### config.mk
export PLATFORM = sky130hd
export DESIGN_NAME = step_position_follower_backlash
export DESIGN_NICKNAME = d
export VERILOG_FILES = /design/src/spfb_pkg.sv /design/src/spfb_axis.sv /design/src/step_position_follower_backlash.sv
export SDC_FILE = /design/constraint.sdc
export NUM_CORES = 2
export LEC_CHECK = 0
export ABC_CLOCK_PERIOD_IN_PS = 14900
export BUFFER_PORTS_ARGS = -buffer_cell sky130_fd_sc_hd__buf_2
export CAP_MARGIN = 20
export CORE_UTILIZATION = 55
export CTS_CLUSTER_SIZE = 25
export DETAILED_ROUTE_END_ITERATION = 16
export HOLD_SLACK_MARGIN = 0.03
export PLACE_DENSITY = 0.73
export SLEW_MARGIN = 20
export SYNTH_ARGS = -nofsm -noshare
export SYNTH_HDL_FRONTEND = slang
export SYNTH_SLANG_ARGS = --single-unit
### constraint.sdc
create_clock -name clock -period 14.9 [get_ports clock]
set_input_delay 2.98 -clock clock [delete_from_list [all_inputs] [get_ports clock]]
set_output_delay 2.98 -clock clock [all_outputs]
set_load 0.02 [all_outputs]
### src/spfb_pkg.sv
// ----------------------------------------------------------------------------
// spfb_pkg
// Shared types and codes for the step position follower with backlash
// take-up: request actions, motion codes, register indexes and state records.
// ----------------------------------------------------------------------------
`default_nettype none

package spfb_pkg;

   // Request actions.
   typedef enum logic [3:0] {
      ACT_TICK         = 4'd0,
      ACT_RESET_POS    = 4'd1,
      ACT_SET_TARGET   = 4'd2,
      ACT_SET_INSTR    = 4'd3,
      ACT_MARK_ORIGIN  = 4'd4,
      ACT_TARGET_MOTOR = 4'd5,
      ACT_SET_RATE     = 4'd6,
      ACT_BL_DISABLE   = 4'd7,
      ACT_BL_ENABLE    = 4'd8
   } action_type;

   // Motion codes reported per request.
   localparam logic [1:0] MOVE_NONE = 2'd0;
   localparam logic [1:0] MOVE_FWD  = 2'd1;
   localparam logic [1:0] MOVE_REV  = 2'd2;

   // Configuration register indexes.
   localparam logic [0:0] CSR_TRACK_ENABLE    = 1'b0;
   localparam logic [0:0] CSR_BACKLASH_AMOUNT = 1'b1;

   localparam int unsigned POS_W = 32;
   localparam int unsigned BL_W  = 16;

   // Configuration registers.
   typedef struct packed {
      logic            track_enable;
      logic [BL_W-1:0] backlash_amount;
   } cfg_type;

   // Axis state.
   typedef struct packed {
      logic [POS_W-1:0] motor_position;
      logic [POS_W-1:0] target_position;
      logic [POS_W-1:0] index_offset;
      logic [POS_W-1:0] origin_position;
      logic [BL_W-1:0]  backlash_position;
      logic [BL_W-1:0]  saved_backlash;
      logic             taking_backlash;
      logic [1:0]       rate_step;
   } axis_state_type;

   // Motion made by one request.
   typedef struct packed {
      logic [1:0] move_dir;
      logic       backlash_step;
   } step_type;

endpackage : spfb_pkg

`default_nettype wire

### src/spfb_axis.sv
// ----------------------------------------------------------------------------
// spfb_axis
// Axis state registers and the update for one request: commands rewrite the
// state; a tick may advance the target and makes at most one step.
// ----------------------------------------------------------------------------
`default_nettype none

module spfb_axis
   import spfb_pkg::*;
(
   input  wire logic             clock,
   input  wire logic             reset,
   input  wire logic             fire,
   input  wire logic [3:0]       action,
   input  wire logic [POS_W-1:0] value,
   input  wire cfg_type          cfg,
   output axis_state_type        state_next,
   output step_type              step
);

   axis_state_type   state_ff;
   axis_state_type   state_in;
   logic [POS_W-1:0] target_tick;

   // Target after the tracking advance of a tick.
   always_comb begin
      target_tick = state_ff.target_position;
      if (cfg.track_enable && !state_ff.taking_backlash) begin
         target_tick = state_ff.target_position +
                       {{(POS_W-2){state_ff.rate_step[1]}}, state_ff.rate_step};
      end
   end

   // Next state and motion for the current request.
   always_comb begin
      state_in = state_ff;
      step     = '0;
      case (action)
         ACT_TICK: begin
            state_in.target_position = target_tick;
            if ($signed(state_ff.motor_position) > $signed(target_tick)) begin
               step.move_dir = MOVE_REV;
               if (state_ff.backlash_position != '0) begin
                  state_in.taking_backlash   = 1'b1;
                  state_in.backlash_position = state_ff.backlash_position - 1'b1;
                  step.backlash_step         = 1'b1;
               end else begin
                  state_in.taking_backlash = 1'b0;
                  state_in.motor_position  = state_ff.motor_position - 1'b1;
               end
            end else if (($signed(target_tick) > $signed(state_ff.motor_position)) ||
                         state_ff.taking_backlash) begin
               step.move_dir = MOVE_FWD;
               if (state_ff.backlash_position < cfg.backlash_amount) begin
                  state_in.taking_backlash   = 1'b1;
                  state_in.backlash_position = state_ff.backlash_position + 1'b1;
                  step.backlash_step         = 1'b1;
               end else begin
                  state_in.taking_backlash = 1'b0;
                  state_in.motor_position  = state_ff.motor_position + 1'b1;
               end
            end
         end
         ACT_RESET_POS: begin
            state_in.index_offset      = '0;
            state_in.motor_position    = value;
            state_in.target_position   = value;
            state_in.backlash_position = '0;
         end
         ACT_SET_TARGET: begin
            state_in.target_position = value - state_ff.index_offset;
         end
         ACT_SET_INSTR: begin
            state_in.index_offset = value - state_ff.motor_position;
         end
         ACT_MARK_ORIGIN: begin
            state_in.origin_position = state_ff.motor_position;
         end
         ACT_TARGET_MOTOR: begin
            state_in.target_position = state_ff.motor_position;
         end
         ACT_SET_RATE: begin
            if (value == '0) begin
               state_in.rate_step = 2'b00;
            end else if (value[POS_W-1]) begin
               state_in.rate_step = 2'b11;
            end else begin
               state_in.rate_step = 2'b01;
            end
         end
         ACT_BL_DISABLE: begin
            state_in.motor_position    = state_ff.motor_position +
                                         {{(POS_W-BL_W){1'b0}}, state_ff.backlash_position};
            state_in.saved_backlash    = state_ff.backlash_position;
            state_in.backlash_position = '0;
         end
         ACT_BL_ENABLE: begin
            state_in.backlash_position = state_ff.saved_backlash;
            state_in.motor_position    = state_ff.motor_position -
                                         {{(POS_W-BL_W){1'b0}}, state_ff.saved_backlash};
            state_in.saved_backlash    = '0;
         end
         default: begin
            state_in = state_ff;
         end
      endcase
   end

   // State registers advance once per processed request.
   always_ff @(posedge clock) begin
      if (reset) begin
         state_ff <= '0;
      end else if (fire) begin
         state_ff <= state_in;
      end
   end

   assign state_next = state_in;

endmodule : spfb_axis

`default_nettype wire

### src/step_position_follower_backlash.sv
// ----------------------------------------------------------------------------
// step_position_follower_backlash
// Position follower for one stepper axis with backlash take-up.
//
// A request carries an action and a value; it is accepted at a clock edge
// where req_valid is high and req_stall is low. Each request yields exactly
// one response on the rsp_ channel, accepted where rsp_valid is high and
// rsp_stall is low. An accepted request is held in the input register; when
// the response register can take data, the axis state is updated and the
// response is registered at the same edge. One request per cycle is
// sustained while rsp_stall is low; the state update and the distance
// arithmetic fit in the single stage between the input register and the
// response register.
// The csr_ port writes track_enable (index 0) and backlash_amount (index 1)
// at any edge where csr_write is high; write them only while idle.
// Synchronous reset clears all axis state, the configuration registers
// and both valid flags. While rsp_stall holds a response, the input register
// keeps one more request and req_stall rises once that register is full.
// ----------------------------------------------------------------------------
`default_nettype none

module step_position_follower_backlash
   import spfb_pkg::*;
(
   input  wire logic               clock,
   input  wire logic               reset,
   input  wire logic               req_valid,
   output logic                    req_stall,
   input  wire logic [3:0]         req_action,
   input  wire logic signed [31:0] req_value,
   output logic                    rsp_valid,
   input  wire logic               rsp_stall,
   output logic [1:0]              rsp_move_dir,
   output logic                    rsp_backlash_step,
   output logic                    rsp_in_backlash,
   output logic signed [31:0]      rsp_motor_position,
   output logic signed [31:0]      rsp_instrument_coordinate,
   output logic signed [31:0]      rsp_target_coordinate,
   output logic signed [31:0]      rsp_target_distance,
   output logic [30:0]             rsp_nearer_distance,
   output logic signed [1:0]       rsp_rate_direction,
   input  wire logic               csr_write,
   input  wire logic [0:0]         csr_index,
   input  wire logic [15:0]        csr_wdata
);

   cfg_type          cfg_ff;
   logic             in_valid_ff;
   logic             in_valid_in;
   logic [3:0]       in_action_ff;
   logic [POS_W-1:0] in_value_ff;
   logic             rsp_valid_ff;
   logic             rsp_valid_in;
   logic             advance;
   logic             accept;
   logic             fire;

   axis_state_type   state_next;
   step_type         step;

   logic [POS_W-1:0] dist_origin;
   logic [POS_W-1:0] dist_target;
   logic [POS_W-1:0] abs_origin;
   logic [POS_W-1:0] abs_target;
   logic [POS_W-1:0] nearer;

   logic [1:0]       move_dir_ff;
   logic             backlash_step_ff;
   logic             in_backlash_ff;
   logic [POS_W-1:0] motor_pos_ff;
   logic [POS_W-1:0] instr_coord_ff;
   logic [POS_W-1:0] target_coord_ff;
   logic [POS_W-1:0] target_dist_ff;
   logic [30:0]      nearer_dist_ff;
   logic [1:0]       rate_dir_ff;
   logic [POS_W-1:0] motor_pos_in;
   logic [POS_W-1:0] instr_coord_in;
   logic [POS_W-1:0] target_coord_in;
   logic [30:0]      nearer_dist_in;

   // Handshake: the pipeline moves when the response register can take data.
   assign advance      = !rsp_valid_ff || !rsp_stall;
   assign req_stall    = in_valid_ff && !advance;
   assign accept       = req_valid && !req_stall;
   assign fire         = in_valid_ff && advance;
   assign in_valid_in  = accept || (in_valid_ff && !advance);
   assign rsp_valid_in = fire || (rsp_valid_ff && rsp_stall);

   // Configuration registers.
   always_ff @(posedge clock) begin
      if (reset) begin
         cfg_ff <= '0;
      end else if (csr_write) begin
         case (csr_index)
            CSR_TRACK_ENABLE:    cfg_ff.track_enable    <= csr_wdata[0];
            CSR_BACKLASH_AMOUNT: cfg_ff.backlash_amount <= csr_wdata;
            default:             cfg_ff <= cfg_ff;
         endcase
      end
   end

   // Input register.
   always_ff @(posedge clock) begin
      if (reset) begin
         in_valid_ff <= 1'b0;
      end else begin
         in_valid_ff <= in_valid_in;
      end
   end

   always_ff @(posedge clock) begin
      if (accept) begin
         in_action_ff <= req_action;
         in_value_ff  <= req_value;
      end
   end

   // Axis state and its update.
   spfb_axis u_axis (
      .clock      (clock),
      .reset      (reset),
      .fire       (fire),
      .action     (in_action_ff),
      .value      (in_value_ff),
      .cfg        (cfg_ff),
      .state_next (state_next),
      .step       (step)
   );

   // Reported positions and distances from the updated state.
   always_comb begin
      motor_pos_in    = state_next.motor_position +
                        {{(POS_W-BL_W){1'b0}}, state_next.backlash_position};
      instr_coord_in  = state_next.motor_position + state_next.index_offset;
      target_coord_in = state_next.target_position + state_next.index_offset;
      dist_origin     = state_next.origin_position - state_next.motor_position;
      dist_target     = state_next.target_position - state_next.motor_position;
      abs_origin      = dist_origin[POS_W-1] ? (~dist_origin + 1'b1) : dist_origin;
      abs_target      = dist_target[POS_W-1] ? (~dist_target + 1'b1) : dist_target;
      nearer          = (abs_origin < abs_target) ? abs_origin : abs_target;
      // The absolute value of the most negative difference saturates.
      nearer_dist_in  = nearer[POS_W-1] ? {31{1'b1}} : nearer[30:0];
   end

   // Response register.
   always_ff @(posedge clock) begin
      if (reset) begin
         rsp_valid_ff <= 1'b0;
      end else begin
         rsp_valid_ff <= rsp_valid_in;
      end
   end

   always_ff @(posedge clock) begin
      if (fire) begin
         move_dir_ff      <= step.move_dir;
         backlash_step_ff <= step.backlash_step;
         in_backlash_ff   <= state_next.taking_backlash;
         motor_pos_ff     <= motor_pos_in;
         instr_coord_ff   <= instr_coord_in;
         target_coord_ff  <= target_coord_in;
         target_dist_ff   <= dist_target;
         nearer_dist_ff   <= nearer_dist_in;
         rate_dir_ff      <= state_next.rate_step;
      end
   end

   assign rsp_valid                 = rsp_valid_ff;
   assign rsp_move_dir              = move_dir_ff;
   assign rsp_backlash_step         = backlash_step_ff;
   assign rsp_in_backlash           = in_backlash_ff;
   assign rsp_motor_position        = $signed(motor_pos_ff);
   assign rsp_instrument_coordinate = $signed(instr_coord_ff);
   assign rsp_target_coordinate     = $signed(target_coord_ff);
   assign rsp_target_distance       = $signed(target_dist_ff);
   assign rsp_nearer_distance       = nearer_dist_ff;
   assign rsp_rate_direction        = $signed(rate_dir_ff);

endmodule : step_position_follower_backlash

`default_nettype wire

[Yosys cells after proc, flatten, opt, wreduce, memory -nomap -nowiden]
Cells that the tools add are included.
Storage, ports and cells
  bits in registers: 383
  latch bits: 0
  memory bits (writable): 0
  ROM bits: 0
  output and inout port bits: 167
  logic and storage cells: 107
  memories kept: 0
Cells by class
  add/sub/neg operators: 16
  multipliers: 0
  div/mod/pow operators: 0
  order comparisons: 4
  equality and inequality tests: 8
  shift operators: 0
  mux-type cells: 28
  bitwise operators: 4
  reduce and logical (&&, ||, !) cells: 23
Operators with widths (number)
  $mux W32: 9
  $pmux W32 S4: 2
  $sub A32 B32 Y32: 4
  $add A32 B1 Y32 const B: 3
  $add A32 B32 Y32: 3
  $add A32 B16 Y32: 2
  $gt A32 B32 Y1: 2
  $mux W16: 4
  $not A32 Y32: 2
  $pmux W32 S2: 1
  $pmux W16 S3: 1
  $logic_not A32 Y1: 1
  $lt A32 B32 Y1: 1
  $pmux W16 S2: 1
  $sub A32 B1 Y32 const B: 1
  $sub A32 B16 Y32: 1
  $add A16 B1 Y16 const B: 1
  $eq A4 B3 Y1 const B: 4
  $lt A16 B16 Y1: 1
  $reduce_bool A16 Y1: 1
  $sub A16 B1 Y16 const B: 1
  $eq A4 B2 Y1 const B: 2
  $mux W2: 4
  $reduce_and A2 Y1: 3
  other kinds (11): 28

[Logic depth before layout (Yosys ltp)]
  depth after elaboration: 14
  mapped depth: 61
  mapped depth without buffers: 57

[By module]
From an unflattened synthesis, not the netlist that was laid out.
Unflattened totals
  cell total of the unflattened synthesis: 4470
  area, all modules: 36181.0 um^2
By module, submodules not included
  spfb_axis: times used 1, cells an instance 2717, area an instance 19232.2 um^2
  step_position_follower_backlash: times used 1, cells an instance 1753, area an instance 16948.8 um^2

[Least setup slack after synthesis]
OpenSTA, ideal clock, no wires.
  path type: reg-to-reg
  start point: reg u_axis.state_ff[1] (netlist name)
  end point: reg nearer_dist_ff[10], in the netlist rsp_nearer_distance[10] (data pin)
  setup time: 0.268 ns
  data arrival time: 12.537 ns
  required time: 14.632 ns
  path slack: 2.095 ns
  stages on the path, launching flop included: 52
  buffers on the path: 3
  clock period less this slack: 12.805 ns
  path through: dfxtp_1 -> ha_1 -> a21o_1 -> a21oi_1 -> o21ai_0 -> a2111oi_0 -> nor3b_1 -> o211ai_1 -> a21oi_1 -> o21ai_0 -> o21ai_0 -> a211oi_1 -> xor2_1 -> o21ai_0 -> ha_1 -> o21a_1 -> o21ai_0 -> o311ai_0 -> (+16 left out) -> nand2_1 -> or4b_1 -> nand2b_1 -> or4_1 -> and3_1 -> or2_2 -> ha_1 -> nor2b_1 -> o21ai_0 -> nand2b_1 -> a21oi_1 -> o21ai_0 -> o221ai_1 -> a21oi_1 -> a221oi_1 -> clkbuf_1 -> clkbuf_1 -> o211ai_1
RTL lines
  from (decl): line spfb_axis.sv:21  | axis_state_type state_ff;
  from (signal assigned): line spfb_axis.sv:114  | state_ff <= state_in;
  to (signal assigned): line step_position_follower_backlash.sv:163  | nearer_dist_ff <= nearer_dist_in;
  to (decl): line step_position_follower_backlash.sv:74  | logic [30:0] nearer_dist_ff;

==> impl_metrics.tcl <==
set metrics [dict create \
    core_um2 63540 \
    timing.max_cap.violations 0 \
    clkSlewWorstSetupHoldPaths_ns 0.06 \
    drt-initial-drc-count 5629 \
    cts_tree "done" \
    layout_common_cells "492 x sky130_fd_sc_hd__nor2_1, 397 x sky130_fd_sc_hd__nand2_1, 381 x sky130_fd_sc_hd__a21oi_1, 349 x sky130_fd_sc_hd__ha_1, 224 x sky130_fd_sc_hd__o21ai_0" \
    startpoint_type "flop" \
    finalCritPeriodShare 0.9381 \
    die_w_um 256.3 \
    num-nets-final 5024 \
    detail-route-antenna-nets 0 \
    ys_seq_area_frac 0.2721 \
    ys_async_sr_fraction 0 \
    synth_largest_area_cell "sky130_fd_sc_hd__edfxtp_1" \
    cpPeakStageDelay_ns 0.64 \
    postSynthCellCount 4447 \
    first_global_vias 32250 \
    post_cts_buffers 0 \
    clkSinkCount 383 \
    buffer_depth_of_the_longest_clock_path 3 \
    count_of_input_and_output_buffers 224 \
    post_synth_top_flop "sky130_fd_sc_hd__edfxtp_1" \
    cell_count_post_placement 5406 \
    report.final.slew_viol_count 0 \
    critical_path.reg2reg.endpoint "rsp_nearer_distance[11]$_SDFFCE_PP1P_" \
    drc 0 \
    drive_gt1_frac 0.1070 \
    final_critical_path_setup_slack_ns 0.9220 \
    power_density_nw_per_um2 144.7 \
    io_pins 225 \
    hp-class "flop to flop" \
    hold_violations 0 \
    worst-slew-pin-transition_ns 1.193 \
    floorplan.initialDensity 0.5598 \
    route.detailed.vias_per_inst 6.587 \
    finClkSkew_ns 0.01990 \
    gr-usage-met1 0.5874 \
    timing.final.setup_violations 0 \
    critPathCapture "rsp_nearer_distance[11]$_SDFFCE_PP1P_" \
    detail_route.wl_per_cell_um 25.07 \
    worst_r2r_startpoint "u_axis.state_ff[1]$_SDFFE_PP0P_" \
    timing.fmax_mhz 71.54 \
    overall_die_area_um2 65700 \
    cts_inserted_buffers 46 \
    overflow 0 \
    post-layout-total-power_mw 5.701 \
    post-dp-hpwl_um 105800 \
    critPathLaunch "u_axis.state_ff[1]$_SDFFE_PP0P_" \
    synth_nets 4863 \
    hold_buffers 0 \
    cpMostUsedCell "sky130_fd_sc_hd__o21ai_0" \
    place_congestion 1.043 \
    setup_repair_after_global_routing_missed_its_margin "no" \
    final_cells 5497 \
    r2r_slack_ns 0.92 \
    antenna_violations_before_repair 5 \
    finalWorstPathRequiredPeriod_ns 13.98 \
    leakagePower_nw 16.68 \
    worst_ir_drop_vdd_mv 0.2337 \
    reg2regPathDepth 52 \
    fin_util 0.6199 \
    cp.required_ns 15.35 \
    timing.slew.headroom 0.2031 \
    yosys.cell_types.count 104 \
    postSynthRegisterBits 383 \
    wire_length_of_the_first_global_routing_pass_um 203700 \
    dr_total_vias 36210 \
    worstSetupEndpointType "flop" \
    largest_net_degree_at_the_start_of_global_routing 116 \
    layout.filler_cells 5769 \
    clk_root_buffer_cell "sky130_fd_sc_hd__clkbuf_16" \
    dr.pass1.iters 8 \
    finalWirelength_um 137800 \
    flow.area_growth_from_synthesis_pct 10.72 \
    run_status "completed" \
    yosys-top-cells-area "sky130_fd_sc_hd__edfxtp_1 17%, sky130_fd_sc_hd__ha_1 12%, sky130_fd_sc_hd__dfxtp_1 10%" \
    most_used_routing_layer "met1" \
    critPathMaxFanout 33 \
    synth_warnings 0 \
    worst-setup-path-type "flop to flop" \
    post-synth-top-area-fraction 0.1697 \
    rows 92 \
    met2_usage 0.5656 \
    chipHeight_um 256.3 \
    met3_usage 0.1047 \
    arrival_ns 14.43 \
    h-tree-depth 2 \
    post_synth_design_cell_area_um2 35570 \
    fin_tns_setup_ns 0 \
    place_ws_ns 1.034 \
    grt_use_total 0.4054 \
    mostFrequentLayoutCell "sky130_fd_sc_hd__nor2_1" \
    clk_latency_ns 0.61 \
    syn_avg_cell_area_um2 7.999 \
    cts_resized 0 \
    number_of_synthesized_flops_with_an_enable_pin 201 \
    timing.critical_path.slowest_stage_cell "sky130_fd_sc_hd__nor4b_1" \
]
==> metrics by stage <==
step / hold slack [ns] / instance area [µm²]
6_report: 0.4525 / 39390
5_1_grt: 0.4704 / 39370
4_1_cts: 0.4517 / 39360
3_5_place_dp: 0.4424 / 37720
3_3_place_gp: 0.4386 / 37720
2_1_floorplan: 0.4273 / 35570
==> power by group <==
part	internal, mW	leakage, nW	total [mW]	switching [mW]
clock	0.739	0.791	1.25	0.509
sequential	1.32	3.41	1.40	0.0795
combinational	1.10	12.5	3.05	1.96
==> worst min-delay path by stage <==
| stage | startpoint | end | slack (ns) | depth (start not counted) |
|---|---|---|---|---|
| after CTS | u_axis.state_ff[6]$_SDFFE_PP0P_ | u_axis.state_ff[6]$_SDFFE_PP0P_ | 0.45 | 2 |
| after global routing | cfg_ff[0]$_SDFFE_PP0P_ | cfg_ff[0]$_SDFFE_PP0P_ | 0.47 | 2 |
| after global placement | u_axis.state_ff[6]$_SDFFE_PP0P_ | u_axis.state_ff[6]$_SDFFE_PP0P_ | 0.44 | 2 |
| final | cfg_ff[0]$_SDFFE_PP0P_ | cfg_ff[0]$_SDFFE_PP0P_ | 0.45 | 2 |
| after floorplan | u_axis.state_ff[6]$_SDFFE_PP0P_ | u_axis.state_ff[6]$_SDFFE_PP0P_ | 0.43 | 2 |
| after detailed placement | u_axis.state_ff[6]$_SDFFE_PP0P_ | u_axis.state_ff[6]$_SDFFE_PP0P_ | 0.44 | 2 |
==> flip-flops by register name, summed over array words and instances (netlist names) <==
name                       cells
u_axis.state_ff              163
in_value_ff                   32
rsp_instrument_coordinate     32
rsp_motor_position            32
rsp_target_coordinate         32
rsp_target_distance           32
rsp_nearer_distance           31
cfg_ff                        17
in_action_ff                   4
rsp_move_dir                   2
rsp_rate_direction             2
in_valid_ff                    1
rsp_backlash_step              1
rsp_in_backlash                1
rsp_valid                      1
==> cell type report <==
class	instances	area, µm²	share of cell area
Sequential cell	383	9679	0.2458
Inverter	227	859.6	0.02182
Antenna cell	5	12.51	0.0003177
Timing Repair Buffer	311	1780	0.04520
Multi-Input combinational cell	3639	24360	0.6184
Clock buffer	56	1241	0.03151
Tap cell	846	1059	0.02688
Clock inverter	30	396.6	0.01007
==> cell usage after synthesis, drive strengths merged (11+ instances only) <==
cell	instances
nor2	493
nand2	400
a21oi	383
ha	349
o21ai	237
inv	225
edfxtp	201
xnor2	191
dfxtp	182
clkbuf	166
nor3	157
nand3	123
a21o	121
xor2	98
a211oi	81
nand2b	59
o21a	59
o211ai	56
a31oi	50
or3	49
and2	47
mux2i	47
nand4	44
and3	43
nor2b	43
nor4	40
a22o	35
mux2	34
buf	32
o21bai	29
or2	24
o31ai	22
a221oi	21
o311ai	19
a21boi	17
a222oi	15
nor4b	14
a221o	13
a22oi	13
o2111ai	13
o211a	12
or4	12
and4	11
nand3b	11
==> critical path: cells and delay by family, from the launching register on <==
kind            cells  cell delay [ns]
compound gates     33             7.45
xor+xnor            2             0.55
fa+ha+maj           4             1.33
buf+inv             5             1.41
flops               1             0.43
mux                 1             0.36
simple gates        7             2.24
==> routing by layer <==
| layer | vias to the layer above | wire, µm |
|---|---|---|
| met1 | 17040 | 58210 |
| li1 | 16689 | - |
| met5 | - | 13 |
| met2 | 2161 | 54810 |
| met4 | 2 | 6221 |
| met3 | 318 | 18550 |
==> cell families after synthesis <==
kind of cell / Yosys count / share of synthesized area
buffers and inverters: 425 / 0.04594
DFF: 383 / 0.2721
and+or+nand+nor: 1608 / 0.2167
AOI/OAI and AO/OA: 1303 / 0.2413
xor gates and xnor gates: 289 / 0.07211
muxes: 81 / 0.02399
adders and majority gates: 358 / 0.1278
No activity file was read; power rests on OpenSTA's default activity.
